==> src/hw/rtl/periodic_timer_scheduler_defines.svh <==
// Assertion macros for the periodic timer scheduler.
// Used by pts_back; depends on nothing else.
`ifndef PERIODIC_TIMER_SCHEDULER_DEFINES_SVH
`define PERIODIC_TIMER_SCHEDULER_DEFINES_SVH
`ifndef ASSERT_OFF
`define PTS_ASSERT(lbl, prop) \
   lbl: assert property (@(posedge clock) disable iff (reset) prop) \
      else $error("pts assertion failed");
`define PTS_ASSERT_IMP(lbl, ante, cons) \
   lbl: assert property (@(posedge clock) disable iff (reset) (ante) |-> (cons)) \
      else $error("pts implication failed");
`else
`define PTS_ASSERT(lbl, prop)
`define PTS_ASSERT_IMP(lbl, ante, cons)
`endif
`endif

==> src/hw/rtl/pts_pkg.sv <==
// Shared types and constants of the periodic timer scheduler.
// Depends on nothing.
`timescale 1ns / 1ps
package pts_pkg;
   localparam int TIME_W = 48;
   localparam int PER_W = 32;
   localparam int SLOT_W = 6;
   localparam int FUNC_W = 2;
   localparam logic [TIME_W:0] STALE_LIMIT_US = 49'd10000000;

   localparam logic [FUNC_W-1:0] FUNC_ARM = 2'd0;
   localparam logic [FUNC_W-1:0] FUNC_CANCEL = 2'd1;
   localparam logic [FUNC_W-1:0] FUNC_TICK = 2'd2;

   localparam logic [1:0] OP_ARM = 2'd0;
   localparam logic [1:0] OP_CANCEL = 2'd1;
   localparam logic [1:0] OP_TICK = 2'd2;

   typedef struct packed {
      logic [1:0] op;
      logic [SLOT_W-1:0] slot;
      logic [TIME_W-1:0] deadline;
      logic [PER_W-1:0] period;
      logic periodic;
      logic [TIME_W-1:0] now;
   } cmd_type;
endpackage

==> src/hw/rtl/pts_front.sv <==
// Front end: accepts request beats, classifies them and queues commands.
// Depends on pts_pkg.
`timescale 1ns / 1ps
module pts_front #(
   parameter int NUM_TIMERS = 64
) (
   input  logic clock,
   input  logic reset,
   input  logic req_valid,
   output logic req_ready,
   input  logic [1:0] req_func,
   input  logic [5:0] req_timer_slot,
   input  logic [47:0] req_deadline_in,
   input  logic [31:0] req_period_in,
   input  logic req_is_periodic,
   input  logic [47:0] req_now_time,
   output logic q_valid,
   input  logic q_ready,
   output pts_pkg::cmd_type q_cmd
);
   import pts_pkg::*;

   cmd_type entry_ff [2];
   logic wr_ptr_ff, wr_ptr_in, rd_ptr_ff, rd_ptr_in;
   logic [1:0] cnt_ff, cnt_in;
   logic in_range, keep, push, pop;
   cmd_type cmd;

   assign in_range = {5'd0, req_timer_slot} < 11'(NUM_TIMERS);
   assign req_ready = cnt_ff != 2'd2;

   always_comb begin
      cmd.slot = req_timer_slot;
      cmd.deadline = req_deadline_in;
      cmd.period = req_period_in;
      cmd.periodic = req_is_periodic;
      cmd.now = req_now_time;
      cmd.op = OP_TICK;
      keep = 1'b0;
      case (req_func)
         FUNC_ARM: begin
            cmd.op = OP_ARM;
            keep = in_range;
         end
         FUNC_CANCEL: begin
            cmd.op = OP_CANCEL;
            keep = in_range;
         end
         FUNC_TICK: begin
            cmd.op = OP_TICK;
            keep = 1'b1;
         end
         default: keep = 1'b0;
      endcase
   end

   assign push = req_valid && req_ready && keep;
   assign q_valid = cnt_ff != 2'd0;
   assign pop = q_valid && q_ready;
   assign q_cmd = entry_ff[rd_ptr_ff];
   assign wr_ptr_in = push ? ~wr_ptr_ff : wr_ptr_ff;
   assign rd_ptr_in = pop ? ~rd_ptr_ff : rd_ptr_ff;
   assign cnt_in = cnt_ff + {1'b0, push} - {1'b0, pop};

   always_ff @(posedge clock) begin
      if (reset) begin
         wr_ptr_ff <= 1'b0;
         rd_ptr_ff <= 1'b0;
         cnt_ff <= 2'd0;
      end else begin
         wr_ptr_ff <= wr_ptr_in;
         rd_ptr_ff <= rd_ptr_in;
         cnt_ff <= cnt_in;
      end
   end

   always_ff @(posedge clock) begin
      if (push) begin
         entry_ff[wr_ptr_ff] <= cmd;
      end
   end
endmodule

==> config.mk <==
export PLATFORM = sky130hd
export DESIGN_NAME = pts_front
export DESIGN_NICKNAME = d
export VERILOG_FILES = /design/src/hw/rtl/periodic_timer_scheduler_defines.svh /design/src/hw/rtl/pts_pkg.sv /design/src/hw/rtl/pts_front.sv
export SDC_FILE = /design/constraint.sdc
export NUM_CORES = 1
export LEC_CHECK = 0
export BUFFER_PORTS_ARGS = -buffer_cell sky130_fd_sc_hd__buf_2
export CAP_MARGIN = 20
export CORE_UTILIZATION = 49
export CTS_BUF_LIST = sky130_fd_sc_hd__clkbuf_8
export CTS_CLUSTER_SIZE = 24
export DETAILED_ROUTE_END_ITERATION = 8
export GPL_ROUTABILITY_DRIVEN = 0
export PLACE_DENSITY = 0.78
export SYNTH_ARGS = -nofsm -noshare
export SYNTH_HDL_FRONTEND = slang
export SYNTH_SLANG_ARGS = --single-unit
==> constraint.sdc <==
create_clock -name clock -period 7.95 [get_ports clock]
set_input_delay 1.1925 -clock clock [delete_from_list [all_inputs] [get_ports clock]]
set_output_delay 1.1925 -clock clock [all_outputs]
set_load 0.01 [all_outputs]
==> impl_metrics.py <==
metrics = {
    "status": {
        "outcome": "finished clean",
    },
    "routing": {
        "vias_per_cell": 4.94,
        "routed_wl_um": 18600,
        "drt-pass1-iter-count": 4,
        "vias": 5284,
        "wl_per_cell_um": 17.4,
        "route.detailed.drc": 0,
        "dr.first_iter.drc_count": 224,
        "ant_nets": 0,
    },
    "pwr": {
        "p_clk_share_pct": 29.7,
        "power_switching_mw": 0.878,
        "intPower_mw": 2.62,
        "comb_power_share_pct": 18.1,
        "vdd_ir_drop_max_mv": 0.189,
        "p_leak_nw": 4.73,
        "seqPwrFrac_pct": 52.3,
        "switching_share_pct": 25.1,
        "p_per_area_nw_per_um2": 277,
    },
    "logic_synthesis": {
        "ys_seq_area_share_pct": 82.0,
        "synthMuxAreaShare_pct": 15.3,
        "synthXorXnorAreaFrac_pct": 0.172,
        "synth_compound_gate_area_share_pct": 0.566,
        "synth_top_family_by_area": "multiplexers",
        "synth_seq_cells": 279,
        "netlist_area_um2": 10200,
        "synth_cells": 457,
        "syn_area_per_cell_um2": 22.2,
        "ys.warnings.count": 0,
        "ys_types": 23,
        "synth_fa_ha_area_share_pct": 0.123,
        "synthSimpleGateAreaFrac_pct": 0.726,
        "syn_nets": 599,
    },
    "global_route": {
        "grt_max_degree": 83,
        "grt_use_total_pct": 17.5,
        "overflow": 0,
        "antenna_found_initial": 3,
        "grt_pass1_wl_um": 28800,
        "grt_pass1_vias": 5738,
    },
    "setup_path": {
        "worst_ep_arrival_time_ns": 2.92,
        "criticalPathCategory": "flop to output port",
        "crit_chain": "buf_4, mux2_2, buf_2",
        "cp_slowest_stage_delay_ns": 0.89,
        "crit_required_ns": 6.76,
        "worstSetupStartpointType": "flop",
        "cpMaxStageDelayCell": "dfxtp_4",
        "crit_path_max_fanout": 76,
        "worstSetupEndpointType": "output port",
    },
    "cells_and_area": {
        "mostFrequentLayoutCells": "279 x buf_2, 274 x edfxtp_1, 89 x mux2_2",
        "area_growth_pct": 24.2,
        "drive_gt1_share_pct": 54.1,
        "nets": 912,
        "final_common_cell": "buf_2",
    },
    "clock_tree": {
        "cts_buffers": 43,
        "root_buffer": "clkbuf_8",
        "cts_tree": "done",
        "cts_setup_buffers": 0,
        "cts_htree_levels": 2,
        "clk_pin_slew_worst_paths_ns": 0.06,
        "clkLatencyLatePin_ns": 0.51,
        "ctsHoldBuffers": 0,
        "cts_max_path_buffers": 3,
        "cts_resized": 0,
        "clkSinkCount": 279,
    },
    "timing": {
        "slew_viol_final": 0,
        "setup_ws_ns": 3.84,
        "fin_crit_sh_pct": 51.7,
        "setup_viol": 0,
        "maxSlewHeadroom_pct": 25.9,
        "finalClockSkew_ns": 0.00764,
        "rsz0062_at_grt": "no",
        "fmax_mhz": 243,
        "setup_tns_ns": 0,
        "worst_pin_slew_ns": 1.11,
        "finalHoldViolations": 0,
        "min_period_ns": 4.11,
    },
    "placed_design": {
        "dp_worst_setup_slack_ns": 4.02,
        "dp_hpwl_um": 12300,
        "port_buffers": 279,
    },
    "floorplan": {
        "num_rows": 52,
        "core-area_um2": 20300,
        "initial_core_util_pct": 50.1,
        "die_h_um": 146,
        "io-pin-count": 280,
        "dieArea_um2": 21300,
        "die_w_um": 146,
    },
    "hold_path": {
        "hold_path_class": "flop to flop",
    },
    "flow_run": {
        "drv_cap": 0,
    },
}
power by group through the flow:
stage	logic (mW)	registers (mW)	clock network, mW
global placement	0.617	1.85	0
CTS	0.637	1.83	1.07
global route	0.677	1.84	1.13
finish	0.632	1.83	1.04
floorplan	0.419	1.83	0
detailed placement	0.632	1.86	0
worst max-delay path, delay by kind of cell, from the launching register on:
kind	cells	cell delay [ns]
multiplexers	1	0.41
buffers and inverters	2	1.03
flip-flops	1	0.89
stage by stage:
step | hold WS, ns | area (um^2) | total power [mW] | util (%) | cells
floorplan | 0.472 | 10200 | 2.25 | - | 457
global placement | 0.486 | 11800 | 2.47 | 58.3 | 994
detailed placement | 0.500 | 11800 | 2.49 | 58.3 | 994
CTS | 0.512 | 12600 | 3.54 | 62.0 | 1068
global route | 0.534 | 12600 | 3.65 | 62.2 | 1070
finish | 0.511 | 12600 | 3.50 | 62.2 | 1070
area by class of cell:
class,count,area [um^2]
fillers,1468,7680
repair buffers,284,1450
diodes,1,2.50
flip-flops and latches,279,8330
multi-input cells,161,1730
inverters,1,3.75
clock inverters,29,140
clock buffers,45,619
well taps,270,338
per-layer routing:
metal	part of all wire, %	wire length [um]	GRT usage, %
met1	38	7080	19.5
met3	7.8	1450	5.63
met2	50	9360	29.9
met5	0.059	11	0
met4	4.0	748	9.43
cells in the mapped netlist:
cell type	instances	area share, %
a21bo_4	1	0.16
a21oi_2	1	0.086
a22oi_2	1	0.12
and2_1	1	0.062
buf_2	2	0.099
buf_4	13	0.96
clkbuf_1	1	0.037
dfxtp_1	5	0.99
edfxtp_1	274	81
ha_1	1	0.12
inv_1	1	0.037
mux2_1	48	5.3
mux2_2	89	9.9
mux2_4	1	0.15
nand2_1	3	0.11
nand2b_1	1	0.062
nor2_1	5	0.18
nor2b_1	4	0.25
o21ai_2	1	0.086
o221a_2	1	0.11
or2_1	1	0.062
xnor2_1	1	0.086
xor2_1	1	0.086
registers in the layout, indices dropped and copies added (netlist names), named ones only:
signal	count
entry_ff	274
cnt_ff	2
rd_ptr_ff	1
wr_ptr_ff	1
cell families (layout without fill, tap and decap cells):
group,after synthesis,in the layout
xor gates and xnor gates,2,2
muxes,138,138
and+or+nand+nor,15,15
DFF,279,279
buffers and inverters,17,359
adders and majority gates,1,1
AOI/OAI and AO/OA,5,5
other,0,1
final timing paths:
| kind | cells after the start | slack, ns | startpoint | end |
|---|---|---|---|---|
| hold reg to reg | 2 | 0.51 | rd_ptr_ff | rd_ptr_ff |
| hold / removal | 2 | 0.51 | rd_ptr_ff | rd_ptr_ff |
| setup reg to reg | 5 | 5.41 | cnt_ff[0] | entry_ff[1][4] |
| setup / recovery | 3 | 3.84 | flop | q_cmd[124] |
Power figures use the tool's default switching activity.
